### config.mk
export PLATFORM = sky130hd
export DESIGN_NAME = sst_ctrl
export DESIGN_NICKNAME = d
export VERILOG_FILES = /design/src/rtl/sst_pkg.sv /design/src/rtl/sst_ctrl.sv
export SDC_FILE = /design/constraint.sdc
export NUM_CORES = 1
export LEC_CHECK = 0
export ABC_CLOCK_PERIOD_IN_PS = 8600
export BUFFER_PORTS_ARGS = -buffer_cell sky130_fd_sc_hd__clkbuf_2
export CORE_ASPECT_RATIO = 1.25
export CORE_MARGIN = 10
export CORE_UTILIZATION = 53
export CTS_CLUSTER_DIAMETER = 60
export DETAILED_ROUTE_END_ITERATION = 8
export PLACE_DENSITY = 0.95
export SLEW_MARGIN = 30
export SYNTH_ARGS = -nofsm -noshare
export SYNTH_HDL_FRONTEND = slang
export SYNTH_SLANG_ARGS = --single-unit
### constraint.sdc
create_clock -name clk -period 8.6 [get_ports clk]
set_input_delay 0.43 -clock clk [delete_from_list [all_inputs] [get_ports clk]]
set_output_delay 0.43 -clock clk [all_outputs]
set_load 0.02 [all_outputs]
### src/rtl/sst_pkg.sv
package sst_pkg;

	localparam int HISTORY_DEPTH_DEF = 1024;
	localparam int PRICE_W           = 32;
	localparam int SPAN_W            = 11;
	localparam int S_TDATA_W         = 32;
	localparam int M_TDATA_W         = 16;

	typedef enum logic [1:0] {
		OP_HOLD,
		OP_AGE,
		OP_PUSH,
		OP_POP
	} op_t;

	typedef enum logic {
		ST_IDLE,
		ST_SCAN
	} state_t;

	typedef struct packed {
		op_t                op;
		logic [PRICE_W-1:0] value;
	} cmd_t;

endpackage

### src/rtl/sst_ctrl.sv
module sst_ctrl
	import sst_pkg::*;
#(
	parameter int HISTORY_DEPTH = HISTORY_DEPTH_DEF,
	parameter int AW            = $clog2(HISTORY_DEPTH + 1)
) (
	input  logic                 clk,
	input  logic                 arst_n,
	input  logic                 s_tvalid,
	output logic                 s_tready,
	input  logic [S_TDATA_W-1:0] s_tdata,
	output logic                 m_tvalid,
	input  logic                 m_tready,
	output logic [M_TDATA_W-1:0] m_tdata,
	input  logic                 top_valid,
	input  logic [PRICE_W-1:0]   top_value,
	input  logic [AW-1:0]        top_age,
	output cmd_t                 cmd
);

	localparam int EW = (AW > SPAN_W) ? AW : SPAN_W;

	state_t               state_q, state_d;
	logic [PRICE_W-1:0]   price_q;
	logic [AW-1:0]        fill_q;
	logic                 m_tvalid_q;
	logic [M_TDATA_W-1:0] m_tdata_q;

	logic                 accept;
	logic                 pop_hit;
	logic                 far;
	logic                 out_free;
	logic                 load_out;
	logic [EW-1:0]        span_wide;

	assign accept   = s_tvalid && s_tready;
	assign pop_hit  = top_valid && ($signed(top_value) <= $signed(price_q));
	// no greater entry inside the retained window
	assign far      = !top_valid || (top_age >= fill_q);
	assign out_free = !m_tvalid_q || m_tready;
	assign span_wide = EW'(far ? fill_q : top_age);

	always_comb begin
		state_d = state_q;
		unique case (state_q)
			ST_IDLE: begin
				if (s_tvalid) begin
					state_d = ST_SCAN;
				end
			end
			ST_SCAN: begin
				if (!pop_hit && out_free) begin
					state_d = ST_IDLE;
				end
			end
			default: state_d = ST_IDLE;
		endcase
	end

	always_comb begin
		s_tready  = 1'b0;
		load_out  = 1'b0;
		cmd.op    = OP_HOLD;
		cmd.value = price_q;
		unique case (state_q)
			ST_IDLE: begin
				s_tready = 1'b1;
				if (s_tvalid) begin
					cmd.op = OP_AGE;
				end
			end
			ST_SCAN: begin
				if (pop_hit) begin
					cmd.op = OP_POP;
				end else if (out_free) begin
					cmd.op   = OP_PUSH;
					load_out = 1'b1;
				end
			end
			default: begin
				cmd.op = OP_HOLD;
			end
		endcase
	end

	always_ff @(posedge clk or negedge arst_n) begin
		if (!arst_n) begin
			state_q    <= ST_IDLE;
			fill_q     <= '0;
			m_tvalid_q <= 1'b0;
		end else begin
			state_q <= state_d;
			if (accept && (fill_q != AW'(HISTORY_DEPTH))) begin
				fill_q <= fill_q + AW'(1);
			end
			if (load_out) begin
				m_tvalid_q <= 1'b1;
			end else if (m_tready) begin
				m_tvalid_q <= 1'b0;
			end
		end
	end

	always_ff @(posedge clk) begin
		if (accept) begin
			price_q <= s_tdata[PRICE_W-1:0];
		end
		if (load_out) begin
			m_tdata_q <= {{(M_TDATA_W - SPAN_W - 1){1'b0}}, far, span_wide[SPAN_W-1:0]};
		end
	end

	assign m_tvalid = m_tvalid_q;
	assign m_tdata  = m_tdata_q;

endmodule

### Yosys cells after proc, flatten, opt, wreduce, memory -nomap -nowiden

Cells that the tools add are included.

* bits of input ports: 80
* output and inout bits: 52
* register bits: 57
* logic and storage cells: 34

* mux-type cells: 14
* equal/unequal tests: 1
* magnitude comparators: 2
* add/subtract/negate cells: 1
* bitwise gates (word level): 1
* reduce and logical (&&, ||, !) cells: 10

Operators with widths (count)
* $le 32x32->1: 1
* $add 11x1->11 const B: 1
* $ge 11x11->1: 1
* $mux 11: 1
* $ne 11x11->1 const B: 1
* $mux 1: 9
* $logic_and 1x1->1: 4
* $mux 2: 2
* $pmux 2 s2: 1
* $logic_not 1->1: 3
* $logic_or 1x1->1: 2
* $pmux 1 s2: 1
* $reduce_bool 2->1: 1
* $not 1->1: 1

### Longest topological paths before layout

* word-level depth: 6
* mapped depth: 10
* gate-level depth less buffers: 9

### Worst setup path after synthesis

No wires, ideal clock.

* path type: register -> register
* start point: reg state_q
* end point: reg fill_q[9]
* period minus slack after synthesis: 3.155 ns
* cell stages (with the launch flop): 9
* path slack: 5.445 ns
* path buffers: 1
* setup time: 0.123 ns
* arrival: 3.032 ns
* cells stage by stage: dfrtp_1 -> clkbuf_1 -> nor2b_1 -> inv_1 -> nor3_1 -> nand4_1 -> nor2_1 -> nand4_1 -> xnor2_1

* cells in the longest elaborated chain, start to end: 3

Ends and longest elaborated chain
* from (decl): line sst_ctrl.sv:23 `state_t state_q, state_d;`
* from (signal assigned): line sst_ctrl.sv:92 `state_q <= state_d;`
* $mux 1: line sst_ctrl.sv:65 `unique case (state_q)`
* $logic_and 1x1->1: line sst_ctrl.sv:36 `assign accept = s_tvalid && s_tready;`
* named net accept: line sst_ctrl.sv:29 `logic accept;`
* $logic_and 1x1->1: line sst_ctrl.sv:93 `if (accept && (fill_q != AW'(HISTORY_DEPTH))) begin`
* to (signal assigned): line sst_ctrl.sv:94 `fill_q <= fill_q + AW'(1);`
* to (decl): line sst_ctrl.sv:25 `logic [AW-1:0] fill_q;`

The timed path passes the listed nets, and every way through them passes these cells.
A chain may end at the register's enable or synchronous reset.

==> impl_metrics.tcl <==
set metrics [dict create \
    wire_per_inst_um 17.3 \
    dieWidth_um 90.3 \
    cts_buffer_depth 2 \
    synth_area_leaders "edfxtp_1, ha_1, dfrtp_1" \
    critPathMaxStageDelay_ps 580 \
    num-nets-final 544 \
    max_slew_margin 0.358 \
    ys_warn_count 0 \
    io_pins 132 \
    grt_first_pass_wirelength_mm 13.8 \
    cp-end-kind "output pin" \
    cp.depth 9 \
    worst_path_most_repeated_cell "or3_1" \
    cts_buffers 9 \
    crit_arrival_ps 2830 \
    gp_congestion 0.936 \
    run_status "complete, no violations" \
    insertion_delay_ps 330 \
    rows 31 \
    timing.final.crit_share 0.379 \
    slowest_stage "or4_4" \
    path_class "flip-flop to output pin" \
    rsz0062_at_grt "no" \
    crit_chain "inv_1 -> ha_1 -> nand4_2 -> or4_4 -> or3_1 -> o21ai_2 -> or3_1 -> o2111ai_1 -> clkbuf_2" \
    tritoncts "built" \
    cp_num_buf_inv 2 \
    htreeDepth 3 \
    reg2regPathDepth 8 \
    p_per_area_nw_per_um2 249 \
    antenna_found_initial 0 \
    worst_pin_slew_ps 961 \
    core_um2 5900 \
    cp_data_required_time_ps 8170 \
    synth_seq_cells 57 \
    drive_gt1_frac 0.384 \
    crit_start "price_q[31]" \
    crit_end "cmd[32]" \
    drc_errors 0 \
    finClkSkew_ps 10.9 \
    finalMaxSlewViolations 0 \
    cp_top_family "simple AND/OR/NAND/NOR gates" \
    cp_max_fo 8 \
    async_flop_share 0.228 \
    num_vias 2667 \
    yosysUniqueCellTypes 44 \
    die_h_um 108 \
    dp_hpwl_mm 7.38 \
    path_clk_slew_ps 70 \
    n_antenna_cell 0 \
    ys_seq_area_frac 0.503 \
    hold_path.class "primary input to flip-flop" \
    die-area_um2 9730 \
    synth_edf_count 44 \
    ant_nets 0 \
    cts_root_buf "clkbuf_8" \
    synthCells 284 \
    layout_min_cycle_time_ps 3260 \
    port_buffers 127 \
    grt_pass1_vias 2843 \
    irDropWorstVdd_mv 0.192 \
    regToRegSetupSlack_ps 5730 \
    vias_per_cell 5.27 \
    syn2layout_area_growth_pct 28.7 \
    r2r-start "price_q[31]" \
    total_leakage_power_nw 2.08 \
    clock_sinks 57 \
    setup_tns_ps 0 \
    fillers 423 \
    hold_viol_final 0 \
    startpoint_type "flip-flop" \
    post_cts_resized 0 \
    initial_utilization 0.555 \
    syn_area_um2 3270 \
    grt-ovfl-total 0 \
    synth_top_area_share 0.404 \
    grt_max_degree 35 \
    placed_area_um2 3990 \
    final_area_um2 4210 \
    reg2reg_to "m_tdata[2]" \
    drt_iter0_drc 132 \
    synth_ff_type "edfxtp_1" \
    setup_viol 0 \
    maxCapViolCount 0 \
    wirelength_mm 8.77 \
    syn_avg_cell_area_um2 11.5 \
    timing.fmax_ghz 0.307 \
    yosysTopAreaCell "edfxtp_1" \
    grt_use_total 0.179 \
    dr.pass1.iters 4 \
]
-- how the worst min path moves through the flow --
stage	startpoint	end	cells past startpoint	slack [ps]
floorplan	arst_n	fill_q[0]	0	130
global placement	arst_n	fill_q[6]	1	340
detailed placement	arst_n	fill_q[6]	1	350
CTS	s_tdata[24]	price_q[24]	1	250
global route	s_tdata[9]	price_q[9]	1	250
finish	s_tdata[24]	price_q[24]	1	270
-- state kept, by name (all words and copies together), names as in the netlist --
name,cells
fill_q,11
m_tdata,12
m_tvalid,1
price_q,32
state_q,1
-- area by class of cell --
cell class	instances	area (um^2)	share of cell area
clock buffer	10	128	0.0303
clock inverter	6	82.6	0.0196
inverter	49	184	0.0437
multi-input combinational	174	1420	0.337
sequential	57	1650	0.391
tap	82	103	0.0244
timing repair buffer	128	646	0.153
-- logic make-up after synthesis --
| logic type | Yosys count | share of synthesized area |
|---|---|---|
| and+or+nand+nor | 64 | 0.112 |
| DFF | 57 | 0.503 |
| buffers and inverters | 56 | 0.0692 |
| adders and majority gates | 45 | 0.172 |
| AOI/OAI and AO/OA | 40 | 0.0777 |
| muxes | 11 | 0.0375 |
| xor gates and xnor gates | 10 | 0.0268 |
| other | 1 | 0.00115 |
-- repair_timing --
action                    4_1_cts  5_1_grt
hold buffers                    1        0
buffers inserted                0        0
hold endpoints to repair       11        0
-- worst reg2reg max path, delay by kind of cell (launching register included) --
| kind | cells | cell delay (ps) |
|---|---|---|
| AND/OR/NAND/NOR | 4 | 1510 |
| flip-flops | 1 | 340 |
| AO/OA/AOI/OAI | 2 | 210 |
| buffers and inverters | 1 | 40 |
| adder cells (fa/ha/maj) | 1 | 420 |
-- stage by stage --
| stage | hold WS (ps) | power [mW] | instances | setup slack, ps | utilization |
|---|---|---|---|---|---|
| floorplan | 134 | 0.657 | 287 | 5440 | - |
| global placement | 344 | 0.770 | 489 | 5610 | 0.676 |
| detailed placement | 346 | 0.790 | 489 | 5570 | 0.677 |
| CTS | 255 | 1.06 | 506 | 5340 | 0.714 |
| global route | 251 | 1.11 | 506 | 5170 | 0.714 |
| finish | 270 | 1.05 | 506 | 5340 | 0.714 |
-- layout by cell type, fill, tap and decap left out, types with 3 or more instances in the layout --
cell type	count
nand4_1	11
o21ai_0	6
clkbuf_8	9
nand2_1	15
clkbuf_2	127
nor3_1	6
xnor2_1	10
dfrtp_1	13
edfxtp_1	44
conb_1	4
nor2_1	6
nand3_1	6
inv_1	49
a21oi_1	18
mux2_2	10
nor4_1	3
clkinv_2	3
ha_1	45
or3_1	3
-- power breakdown --
part	switching (mW)	internal [mW]	leakage (nW)
sequential	0.0457	0.382	0.572
clock	0.103	0.162	0.106
combinational	0.225	0.130	1.40
total	0.374	0.673	2.08
-- routing by layer --
layer	vias to the layer above	wire (um)	track usage
li1	1288	-	-
met1	1250	3280	0.171
met2	120	4630	0.344
met3	9	766	0.0768
met4	0	97	0.0421
met5	-	0	0
-- cell usage after synthesis (4+ instances only) --
library cell	count
nand2_1	15
ha_1	45
xnor2_1	10
nand3_1	6
mux2_2	10
dfrtp_1	13
a21oi_1	18
buf_4	4
nand4_1	11
nor2_1	6
edfxtp_1	44
o21ai_0	6
nor3_1	6
inv_1	49
Note: power is estimated with default switching activity, not from simulation.
