--- src/rtl/sst_pkg.sv ---
package sst_pkg;

	localparam int HISTORY_DEPTH_DEF = 1024;
	localparam int PRICE_W           = 32;
	localparam int SPAN_W            = 11;
	localparam int S_TDATA_W         = 32;
	localparam int M_TDATA_W         = 16;

	typedef enum logic [1:0] {
		OP_HOLD,
		OP_AGE,
		OP_PUSH,
		OP_POP
	} op_t;

	typedef enum logic {
		ST_IDLE,
		ST_SCAN
	} state_t;

	typedef struct packed {
		op_t                op;
		logic [PRICE_W-1:0] value;
	} cmd_t;

endpackage

--- src/rtl/sst_cell.sv ---
module sst_cell
	import sst_pkg::*;
#(
	parameter int HISTORY_DEPTH = HISTORY_DEPTH_DEF,
	parameter int AW            = $clog2(HISTORY_DEPTH + 1)
) (
	input  logic               clk,
	input  logic               arst_n,
	input  op_t                op,
	input  logic               up_valid,
	input  logic [PRICE_W-1:0] up_value,
	input  logic [AW-1:0]      up_age,
	input  logic               dn_valid,
	input  logic [PRICE_W-1:0] dn_value,
	input  logic [AW-1:0]      dn_age,
	output logic               valid,
	output logic [PRICE_W-1:0] value,
	output logic [AW-1:0]      age
);

	logic               valid_q;
	logic [PRICE_W-1:0] value_q;
	logic [AW-1:0]      age_q;

	always_ff @(posedge clk or negedge arst_n) begin
		if (!arst_n) begin
			valid_q <= 1'b0;
		end else begin
			unique case (op)
				OP_PUSH: valid_q <= up_valid;
				OP_POP:  valid_q <= dn_valid;
				default: valid_q <= valid_q;
			endcase
		end
	end

	always_ff @(posedge clk) begin
		unique case (op)
			OP_AGE: begin
				// distance to the newest sample, capped at the depth
				if (age_q != AW'(HISTORY_DEPTH)) begin
					age_q <= age_q + AW'(1);
				end
			end
			OP_PUSH: begin
				value_q <= up_value;
				age_q   <= up_age;
			end
			OP_POP: begin
				value_q <= dn_value;
				age_q   <= dn_age;
			end
			default: begin
				value_q <= value_q;
			end
		endcase
	end

	assign valid = valid_q;
	assign value = value_q;
	assign age   = age_q;

endmodule

--- config.mk ---
export PLATFORM = sky130hd
export DESIGN_NAME = sst_cell
export DESIGN_NICKNAME = d
export VERILOG_FILES = /design/src/rtl/sst_pkg.sv /design/src/rtl/sst_cell.sv
export SDC_FILE = /design/constraint.sdc
export NUM_CORES = 1
export LEC_CHECK = 0
export BUFFER_PORTS_ARGS = -buffer_cell sky130_fd_sc_hd__buf_2
export CORE_MARGIN = 8
export CORE_UTILIZATION = 46
export CTS_CLUSTER_DIAMETER = 40
export DETAILED_ROUTE_END_ITERATION = 16
export PLACE_DENSITY = 0.85
export SETUP_SLACK_MARGIN = 0.2
export SLEW_MARGIN = 0
export SYNTH_ARGS = -nofsm -noshare
export SYNTH_HDL_FRONTEND = slang
export SYNTH_SLANG_ARGS = --single-unit
--- constraint.sdc ---
create_clock -name clk -period 2.5 [get_ports clk]
set_clock_uncertainty 0.05 [all_clocks]
set_input_delay 0.375 -clock clk [delete_from_list [all_inputs] [get_ports clk]]
set_output_delay 0.375 -clock clk [all_outputs]
set_load 0.01 [all_outputs]
# After elaboration in Yosys (flattened, before gate mapping)
# Cells that the tools add are included.
# op_classes
n_addsub	1
n_reduce_logical	3
mux	4
n_eq_ne	5
# op_table
op	count
$pmux 32 s2	1
$pmux 11 s3	1
$add 11x1->11 const B	1
$mux 11	1
$ne 11x11->1 const B	1
$eq 2x2->1 const B	2
$reduce_bool 3->1	1
$eq 2x1->1 const B	1
$ne 2x2->1 const B	1
$pmux 1 s2	1
$reduce_and 2->1	1
$reduce_bool 2->1	1
# word_totals
out_inout_bits	44
inputBits	92
register_bits	44
word_cells	16

# Depth between registers and ports, before layout
# Gate-level depths: netlist of the first run.
# logic_depth
word_depth	3
ltp_mapped	5
depth_no_buf	5

# Least setup slack after synthesis of the first run
# No wires, ideal clock.
# synth_path
path_type	input to register
start	input op[1]
end	register value_q[0], in the netlist value[0], enable pin
required_time_ns	2.050
path_buffers	1
cell_stages	1
arrival_time_ns	1.272
setup_slack_ns	0.778
setup_time_ns	0.400
cell_sequence	clkbuf_1
# synth_between
elab_chain_len	2
elab_cells_between_ends	3
cone_classes	2 x eq/ne; 1 x reduce/logical
# synth_rtl
item	line	source
start, declared	sst_cell.sv:9	input op_t op,
$eq 2x2->1	sst_cell.sv:38	unique case (op)
$reduce_bool 2->1 (no line) *	-	
end signal, assigned	sst_cell.sv:46	value_q <= up_value;
end signal, assigned	sst_cell.sv:50	value_q <= dn_value;
end signal, assigned	sst_cell.sv:54	value_q <= value_q;
end, declared	sst_cell.sv:22	logic [PRICE_W-1:0] value_q;
# Mark *: on every way between the ends. The rest lies on a longest branch, timed or not.
# A chain may end at the register's enable or synchronous reset.

# Worst setup path in the final report of the first run
# layout_path
start	register age_q[0], in the netlist age[0]
end	register age_q[0], in the netlist age[0], enable pin
# layout_between
elab_chain_len	3
# layout_rtl
item	line	source
start, declared	sst_cell.sv:23	logic [AW-1:0] age_q;
start signal, assigned	sst_cell.sv:42	age_q <= age_q + AW'(1);
start signal, assigned	sst_cell.sv:47	age_q <= up_age;
start signal, assigned	sst_cell.sv:51	age_q <= dn_age;
$ne 11x11->1	sst_cell.sv:41	if (age_q != AW'(HISTORY_DEPTH)) begin
$ne 2x2->1 (no line)	-	
$reduce_and 2->1 (no line)	-	
# Every way passes these cells.

==> results of run 1 <==
cells in the mapped netlist:
| master | number | share of area |
|---|---|---|
| mux2_2 | 32 | 0.16 |
| nand4_1 | 1 | 0.0028 |
| o21a_1 | 4 | 0.014 |
| buf_2 | 5 | 0.011 |
| clkbuf_1 | 2 | 0.0034 |
| nor3_1 | 4 | 0.0091 |
| buf_1 | 1 | 0.0017 |
| edfxtp_1 | 43 | 0.58 |
| o31a_1 | 8 | 0.032 |
| nor2_1 | 3 | 0.0051 |
| nor4_1 | 3 | 0.0085 |
| nand3_1 | 6 | 0.014 |
| ha_1 | 2 | 0.011 |
| nand4_4 | 1 | 0.0096 |
| a21oi_1 | 3 | 0.0068 |
| inv_1 | 3 | 0.0051 |
| dfrtp_1 | 1 | 0.011 |
| nand4b_1 | 1 | 0.0040 |
| mux2i_1 | 15 | 0.068 |
| clkbuf_2 | 1 | 0.0023 |
| nor4b_1 | 1 | 0.0040 |
| xor2_1 | 3 | 0.012 |
| a21o_1 | 1 | 0.0034 |
| nand2_1 | 8 | 0.014 |
metal layers:
layer  vias to the layer above  global-route usage
met5                         -                   0
met1                       833              0.1567
met4                         0             0.04299
met2                        90              0.2919
li1                        859                   -
met3                         5              0.1216
cells by family (layout without fill, tap and decap cells):
logic type | Yosys count | count (layout) | share of synthesized area
AOI/OAI and AO/OA | 16 | 16 | 0.05553
xor gates and xnor gates | 3 | 3 | 0.01190
adders and majority gates | 2 | 2 | 0.01133
buffers and inverters | 12 | 150 | 0.02379
DFF | 44 | 44 | 0.5960
muxes | 47 | 47 | 0.2312
and+or+nand+nor | 28 | 28 | 0.07026
worst reg2reg max path, delay by kind of cell (launching register included):
| family | cells | cell delay [ns] |
|---|---|---|
| fa+ha+maj | 1 | 0.13 |
| compound gates | 1 | 0.34 |
| simple gates | 2 | 0.35 |
| flops | 1 | 0.50 |
| buf+inv | 1 | 0.10 |
flip-flops by register name (all words and copies together), names as in the netlist:
name,count
age,11
valid,1
value,32
placed cells by master (no fill, tap or decap), types with 2 or more instances in the layout:
cell type / instances
buf_2: 135
nor4_1: 3
inv_1: 3
nor3_1: 4
nor2_1: 3
nand2_1: 8
ha_1: 2
xor2_1: 3
o21a_1: 4
nand3_1: 6
edfxtp_1: 43
buf_4: 3
clkbuf_8: 5
mux2i_1: 15
mux2_2: 32
o31a_1: 8
a21oi_1: 3
through the flow:
| stage | hold WS [ns] | cells | utilization | instance area, µm² | power, mW |
|---|---|---|---|---|---|
| CTS | 0.3243 | 344 | 0.6501 | 3050 | 1.862 |
| detailed placement | 0.1011 | 335 | 0.6251 | 2933 | 1.343 |
| global placement | 0.1001 | 335 | 0.6251 | 2933 | 1.330 |
| floorplan | 0.02941 | 152 | - | 2208 | 1.158 |
| global route | 0.3142 | 344 | 0.6501 | 3050 | 1.937 |
| finish | 0.3310 | 344 | 0.6501 | 3050 | 1.847 |
power breakdown:
group	internal [mW]	switching [mW]	leakage [nW]
combinational	0.186	0.180	0.879
clock	0.296	0.227	0.0552
sequential	0.902	0.0556	0.434
area by class of cell:
| cell class | instances | share of cell area |
|---|---|---|
| Tap cell | 54 | 0.02215 |
| Inverter | 3 | 0.003692 |
| Sequential cell | 44 | 0.4315 |
| Clock inverter | 2 | 0.01148 |
| Clock buffer | 6 | 0.02379 |
| Multi-Input combinational cell | 96 | 0.2752 |
| Timing Repair Buffer | 139 | 0.2322 |
how the worst max path moves through the flow:
stage | cells past startpoint | startpoint | endpoint
global route | 5 | age[0]$_DFFE_PP_ | age[8]$_DFFE_PP_
finish | 5 | age[0]$_DFFE_PP_ | age[0]$_DFFE_PP_
detailed placement | 3 | op[1] | age[0]$_DFFE_PP_
floorplan | 1 | op[1] | value[0]$_DFFE_PN_
global placement | 3 | op[1] | age[2]$_DFFE_PP_
CTS | 5 | age[0]$_DFFE_PP_ | age[7]$_DFFE_PP_
==> results.sh, run 1 <==
export IMPL_area_growth_pct=38.13
export IMPL_hold_viol_final=0
export IMPL_r2r_cells=5
export IMPL_numPortBuffers=135
export IMPL_finalSetupViolations=0
export IMPL_postCtsSetupBuffers=0
export IMPL_ys_ff_latch=44
export IMPL_postCtsHoldBufs=1
export IMPL_avgSynthCellArea_um2=14.53
export IMPL_initial_core_util=0.4707
export IMPL_drtPass1Iterations=4
export IMPL_clock_fmax_mhz=566.9
export IMPL_antenna_cells=0
export IMPL_cp_max_fo=11
export IMPL_place_ws_ns=0.6809
export IMPL_cpPeakStageDelay_ns=0.50
export IMPL_crit_chain="inv_1 > ha_1 > nor4b_1 > nand4b_1 > a21o_1"
export IMPL_regArea_mm2=0.001316
export IMPL_gr_total_overflow=0
export IMPL_wl_met1_mm=2.102
export IMPL_maxSlewHeadroom=0.5710
export IMPL_viasPerCell=5.195
export IMPL_clkTransAtPathRegs_ns=0.08
export IMPL_fin_nets=383
export IMPL_post_route_drc_count=0
export IMPL_pwr_density_cell_mw_per_mm2=605.4
export IMPL_yosysWarnings=0
export IMPL_numCtsBuffers=5
export IMPL_cts_max_level=2
export IMPL_hpwl_mm=4.923
export IMPL_num_vias=1787
export IMPL_synthesis_nets=246
export IMPL_grt_antenna_before_repair=0
export IMPL_design_die_area_mm2=0.007274
export IMPL_wl_met3_um=942
export IMPL_wl_met2_mm=3.041
export IMPL_start_kind="flop"
export IMPL_yosysSeqAreaShare=0.5960
export IMPL_post_cts_resized=0
export IMPL_num_io_pins=136
export IMPL_rsz0062_at_grt="no"
export IMPL_cts_root_buffer="clkbuf_8"
export IMPL_synthCells=152
export IMPL_period_needed_ns=1.764
export IMPL_die_y_um=85.29
export IMPL_cts_tree="built"
export IMPL_drtIter0Drc=60
export IMPL_core_area_mm2=0.004692
export IMPL_totalWireLength_mm=6.131
export IMPL_grt_pass1_vias=1995
export IMPL_critPathArrivalTime_ns=1.71
export IMPL_grt_pass1_wl_mm=9.722
export IMPL_end_kind="flop"
export IMPL_critical_path_buf_inv_count=1
export IMPL_drv_cap=0
export IMPL_reg2reg_from="age[0]$_DFFE_PP_"
export IMPL_wl_per_cell_um=17.82
export IMPL_track_usage=0.1693
export IMPL_fillers=372
export IMPL_clock_latency_ns=0.28
export IMPL_dieWidth_um=85.29
export IMPL_maxSlewViolCount=0
export IMPL_cts_sinks=44
export IMPL_final_setup_tns_ns=0
export IMPL_r2r_end="age[0]$_DFFE_PP_"
export IMPL_tightest_slew_ns=0.6436
export IMPL_critPathKind="reg2reg"
export IMPL_ant_nets=0
export IMPL_cp_slowest_cell="edfxtp_1"
export IMPL_syn_area_mm2=0.002208
export IMPL_layout_drive_gt1_share=0.6138
export IMPL_highest_layer="met4"
export IMPL_multiInputGateArea_um2=839.6
export IMPL_min_delay_path_class="in2async"
export IMPL_r2r_slack_ns=0.74
export IMPL_cp_required_ns=2.44
export IMPL_fin_ws_ns=0.7359
export IMPL_fin_crit_sh=0.7056
export IMPL_place_congestion=0.7588
export IMPL_irDropWorstVdd_mv=0.3560
export IMPL_p_leak_nw=1.368
export IMPL_synth_cell_type_count=24
export IMPL_cts_buffer_depth=2
export IMPL_cp_top_family="flip-flops"
export IMPL_rows=25
export IMPL_status="finished, final reports clean"
export IMPL_grt_max_degree=55
Power figures use the tool's default switching activity.
==> run 2: changes to the inputs <==
- CORE_UTILIZATION: 46 -> 39
- PLACE_DENSITY: 0.85 -> 0.77
- clock period: 2.5 -> 1.6 ns (I/O delays scaled with it)
==> run 2 against run 1 <==
Against the previous run: the flow now finishes with violations (setup timing); sequential power increased by 56%; sequential share of layout area shrank 3.8 points; via count is 2.1% higher; utilization is 3.9 points lower; critical path depth did not move; worst hold slack worse by 0.13 ns; total power grew 66%; worst setup slack got worse by 0.77 ns; register-to-register slack got worse by 0.77 ns; die area rose by 14%; critical path type unchanged; largest cell class unchanged.
==> results.sh, run 2 (synthesis results as in run 1) <==
export IMPL_status="finished with violations"
export IMPL_violations="setup timing"
export IMPL_cts_sinks=44
export IMPL_num_vias=1825
export IMPL_num_io_pins=136
export IMPL_layout_common_cells="133 x buf_2, 43 x edfxtp_1, 32 x mux2_2, 16 x buf_4, 15 x mux2i_1"
export IMPL_clock_latency_ns=0.28
export IMPL_gr_total_overflow=0
export IMPL_drtIter0Drc=43
export IMPL_fillers=457
export IMPL_switching_share=0.2539
export IMPL_dieWidth_um=91.25
export IMPL_die_y_um=91.25
export IMPL_cts_buffer_depth=2
export IMPL_start_kind="flop"
export IMPL_hpwl_mm=4.945
export IMPL_multiInputGateArea_um2=895.9
export IMPL_seq_power_share=0.485
export IMPL_numPortBuffers=135
export IMPL_initial_core_util=0.4035
export IMPL_ant_nets=0
export IMPL_viasPerCell=4.765
export IMPL_totalWireLength_mm=6.294
export IMPL_mostFrequentLayoutCell="buf_2"
export IMPL_antenna_cells=0
export IMPL_place_congestion=0.8418
export IMPL_grt_pass1_wl_mm=9.956
export IMPL_fin_ws_ns=-0.03556
export IMPL_grt_antenna_before_repair=0
export IMPL_critPathKind="reg2reg"
export IMPL_cts_max_level=2
export IMPL_clkTransAtPathRegs_ns=0.08
export IMPL_irDropWorstVdd_mv=0.4926
export IMPL_core_area_mm2=0.005473
export IMPL_maxSlewViolCount=0
export IMPL_grt_max_degree=55
export IMPL_fin_nets=404
export IMPL_cp_required_ns=1.59
export IMPL_switching_power_mw=0.7785
export IMPL_rows=27
export IMPL_drv_cap=0
export IMPL_finalSetupViolations=12
export IMPL_cts_tree="built"
export IMPL_stdcell_area_mm2=0.003347
export IMPL_fin_crit_sh=1.022
export IMPL_p_comb_frac=0.246
export IMPL_drtPass1Iterations=4
export IMPL_p_total_mw=3.066
export IMPL_track_usage=0.1485
export IMPL_wl_per_cell_um=16.43
export IMPL_grt_pass1_vias=2074
export IMPL_maxSlewHeadroom=0.8101
export IMPL_internal_power_mw=2.287
export IMPL_cp_max_fo=11
export IMPL_period_needed_ns=1.636
export IMPL_pwr_share_clk=0.269
export IMPL_hold_viol_final=0
export IMPL_largest_reg_flops=32
export IMPL_critPathArrivalTime_ns=1.62
export IMPL_end_kind="flop"
export IMPL_clock_fmax_mhz=611.4
export IMPL_numCtsBuffers=5
export IMPL_post_dp_cell_area_mm2=0.003059
export IMPL_cts_root_buffer="clkbuf_8"
export IMPL_whs_ns=0.1984
export IMPL_pwr_density_cell_mw_per_mm2=916.0
export IMPL_post_route_drc_count=0
export IMPL_p_leak_nw=1.496
export IMPL_tightest_slew_ns=0.2849
export IMPL_layout_drive_gt1_share=0.6624
export IMPL_rsz0062_at_grt="yes"
export IMPL_design_die_area_mm2=0.008327
export IMPL_regArea_mm2=0.001316
export IMPL_area_growth_pct=51.56
export IMPL_min_delay_path_class="in2async"
export IMPL_fin_util=0.6116
run 2: final cells by class:
class                   instances  share of cell area
well taps                      72             0.02692
clock inverters                 2             0.01047
repair buffers                160              0.2766
clock buffers                   6             0.02168
inverters                       3            0.003364
multi-input cells              96              0.2677
flip-flops and latches         44              0.3933
run 2: power groups by stage:
| stage | clock network, mW | logic, mW | registers, mW |
|---|---|---|---|
| after floorplan | 0 | 0.252 | 1.57 |
| after global placement | 0 | 0.631 | 1.50 |
| after detailed placement | 0 | 0.645 | 1.51 |
| after CTS | 0.849 | 0.688 | 1.48 |
| after global routing | 0.904 | 0.823 | 1.50 |
| final | 0.824 | 0.754 | 1.49 |
run 2: repair_timing:
| item | CTS | global route |
|---|---|---|
| pin swaps | 0 | 5 |
| cloned | 0 | 0 |
| resized for setup | 3 | 11 |
| setup endpoints to repair | 20 | 22 |
| hold endpoints to repair | 1 | 0 |
| hold buffers | 1 | 0 |
| setup buffers | 6 | 8 |
run 2: path summary, 6_finish.rpt:
check / start / endpoint / slack [ns] / cells after the start
min in group clk: up_value[22] / value[22]$_DFFE_PN_ / 0.20 / 2
worst max register to register: age[0]$_DFFE_PP_ / age[7]$_DFFE_PP_ / -0.04 / 5
worst min-delay path: arst_n / valid$_DFFE_PN0N_ / 0.20 / 2
max in group asynchronous: arst_n / valid$_DFFE_PN0N_ / 1.22 / 2
worst min register to register: valid$_DFFE_PN0N_ / valid$_DFFE_PN0N_ / 0.47 / 2
worst max-delay path: age[0]$_DFFE_PP_ / age[7]$_DFFE_PP_ / -0.04 / 5
run 2: worst max-delay path: stages (launching register included):
cell	delay, ns
edfxtp_1	0.46
inv_1	0.09
ha_1	0.16
nor4b_4	0.20
nand4b_1	0.15
a21o_4	0.29
run 2: layer usage:
layer / up-vias / share of wire / GRT usage
met1: 818 / 0.40 / 0.1645
li1: 904 / - / -
met2: 97 / 0.48 / 0.2394
met3: 6 / 0.11 / 0.07984
met4: 0 / 0.010 / 0.04775
met5: - / 0 / 0
run 2: stage by stage:
| stage | cells | TNS (ns) | setup slack [ns] |
|---|---|---|---|
| final | 383 | -0.3973 | -0.03556 |
| after global routing | 383 | -1.201 | -0.09720 |
| after CTS | 375 | 0 | 0.02707 |
| after detailed placement | 360 | -0.3924 | -0.03581 |
| after global placement | 360 | 0 | 0.01915 |
| after floorplan | 152 | 0 | 0.02968 |
==> run 3: changes to the inputs <==
- REMOVE_ABC_BUFFERS: default -> 1
==> run 3 against run 2 <==
Against the previous run: the run still ends with setup timing left; final area increased by 1.2%; wire length rose by 1.1%; critical path type unchanged; register-to-register slack about the same; via count is 2.4% higher; first-iteration DRC count decreased by 12%; sequential power about the same; worst hold slack worse by 0.0022 ns; critical path depth is the same; non-clock buffer count increased by 1; utilization is 0.73 points higher; die area stayed put; largest cell class unchanged.
==> results.sh, run 3 (synthesis results as in run 1) <==
export IMPL_status="finished with violations"
export IMPL_violations="setup timing"
export IMPL_die_y_um=91.25
export IMPL_totalWireLength_mm=6.363
export IMPL_area_growth_pct=53.37
export IMPL_r2r_slack_ns=-0.03
export IMPL_place_ws_ns=-0.1413
export IMPL_initial_core_util=0.4035
export IMPL_fin_crit_sh=1.022
export IMPL_clkTransAtPathRegs_ns=0.08
export IMPL_internal_power_mw=2.299
export IMPL_layout_common_cells="132 x buf_2, 43 x edfxtp_1, 32 x mux2_2, 15 x mux2i_1, 14 x buf_4"
export IMPL_design_die_area_mm2=0.008327
export IMPL_start_kind="flop"
export IMPL_wl_per_cell_um=16.53
export IMPL_grt_pass1_wl_mm=9.611
export IMPL_cp_required_ns=1.60
export IMPL_fin_cells=385
export IMPL_seq_power_share=0.481
export IMPL_grt_pass1_vias=1960
export IMPL_cts_tree="built"
export IMPL_switching_share=0.2518
export IMPL_tightest_slew_ns=0.3029
export IMPL_place_inst=366
export IMPL_dieWidth_um=91.25
export IMPL_fin_util=0.6189
export IMPL_hpwl_mm=4.910
export IMPL_num_io_pins=136
export IMPL_numCtsBuffers=5
export IMPL_p_leak_nw=1.518
export IMPL_switching_power_mw=0.7735
export IMPL_cts_max_level=2
export IMPL_period_needed_ns=1.635
export IMPL_r2r_cells=5
export IMPL_p_comb_frac=0.255
export IMPL_gr_total_overflow=0
export IMPL_numPortBuffers=135
export IMPL_track_usage=0.1411
export IMPL_p_total_mw=3.072
export IMPL_finalSetupViolations=11
export IMPL_grt_max_degree=33
export IMPL_cp_slowest_cell="edfxtp_1"
export IMPL_irDropWorstVdd_mv=0.4282
export IMPL_rsz0062_at_grt="yes"
export IMPL_ant_nets=0
export IMPL_drtIter0Drc=38
export IMPL_mostFrequentLayoutCell="buf_2"
export IMPL_fin_ws_ns=-0.03485
export IMPL_drtPass1Iterations=4
export IMPL_cpPeakStageDelay_ns=0.43
export IMPL_pwr_density_cell_mw_per_mm2=907.1
export IMPL_grt_antenna_before_repair=0
export IMPL_cp_max_fo=6
export IMPL_place_congestion=0.8188
export IMPL_cts_buffer_depth=2
export IMPL_fillers=444
export IMPL_critPathArrivalTime_ns=1.64
export IMPL_cts_sinks=44
export IMPL_clock_fmax_mhz=611.7
export IMPL_critPathKind="reg2reg"
export IMPL_core_area_mm2=0.005473
export IMPL_num_vias=1868
export IMPL_hold_depth=2
export IMPL_post_route_drc_count=0
export IMPL_cts_root_buffer="clkbuf_8"
export IMPL_min_delay_path_class="in2reg"
export IMPL_antenna_cells=0
export IMPL_grt_util_met2=0.2279
export IMPL_maxSlewViolCount=0
export IMPL_viasPerCell=4.852
export IMPL_pwr_share_clk=0.264
export IMPL_rows=27
export IMPL_largest_reg_flops=32
export IMPL_maxSlewHeadroom=0.7981
export IMPL_crit_chain="inv_1 > ha_1 > nor4b_4 > nand4b_1 > a21o_4"
export IMPL_end_kind="flop"
export IMPL_grtUsageMet3=0.06337
export IMPL_grt_busiest_layer="met2"
export IMPL_clock_latency_ns=0.29
export IMPL_fin_nets=406
export IMPL_use_met1=0.1681
export IMPL_hold_viol_final=0
export IMPL_layout_drive_gt1_share=0.6709
export IMPL_drv_cap=0
[run 3: per-layer routing]
layer  part of all wire  wire length, µm
met3               0.11              685
met5                  0                0
met1               0.43             2710
met4             0.0096               61
met2               0.46             2906
[run 3: repair_timing]
action | CTS | global route
hold buffers | 1 | 0
endpoints found under the hold margin | 1 | 0
gates cloned | 0 | 1
resized for setup | 10 | 16
setup buffers | 4 | 5
setup endpoints to repair | 20 | 26
pin swaps | 5 | 10
[run 3: worst paths after layout]
kind	from	end
max in group asynchronous	arst_n	valid$_DFFE_PN0N_
max reg2reg	age[0]$_DFFE_PP_	age[3]$_DFFE_PP_
min in group asynchronous	arst_n	valid$_DFFE_PN0N_
max	age[0]$_DFFE_PP_	age[3]$_DFFE_PP_
min	up_value[10]	value[10]$_DFFE_PN_
min reg2reg	valid$_DFFE_PN0N_	valid$_DFFE_PN0N_
[run 3: layout make-up]
type                    count  area, µm²  area share
well taps                  72      90.09     0.02660
clock inverters             2      35.03     0.01034
multi-input cells          97      910.9      0.2689
flip-flops and latches     44       1316      0.3886
inverters                   3      11.26    0.003325
clock buffers               6      72.57     0.02143
repair buffers            161      950.9      0.2808
[run 3: metrics by stage]
step	area, µm²	TNS, ns	hold WS (ns)
detailed placement	3078	-1.553	-0.03237
floorplan	2167	-1.899	-0.1056
global placement	3078	-0.8065	-0.03366
CTS	3266	0	0.1860
global route	3387	-1.091	0.1890
finish	3387	-0.2828	0.1962
[run 3: power by group through the flow]
stage          clock, mW  sequential (mW)  combinational [mW]
2_1_floorplan          0             1.57               0.205
3_3_place_gp           0             1.49               0.656
3_5_place_dp           0             1.50               0.661
4_1_cts            0.837             1.47               0.705
5_1_grt            0.879             1.49               0.847
6_report           0.813             1.48               0.782
[run 3: critical path: cells and delay by family (launching register included)]
family	cells	cell delay, ns
fa+ha+maj	1	0.16
compound gates	1	0.30
buf+inv	1	0.09
simple gates	2	0.38
flops	1	0.43
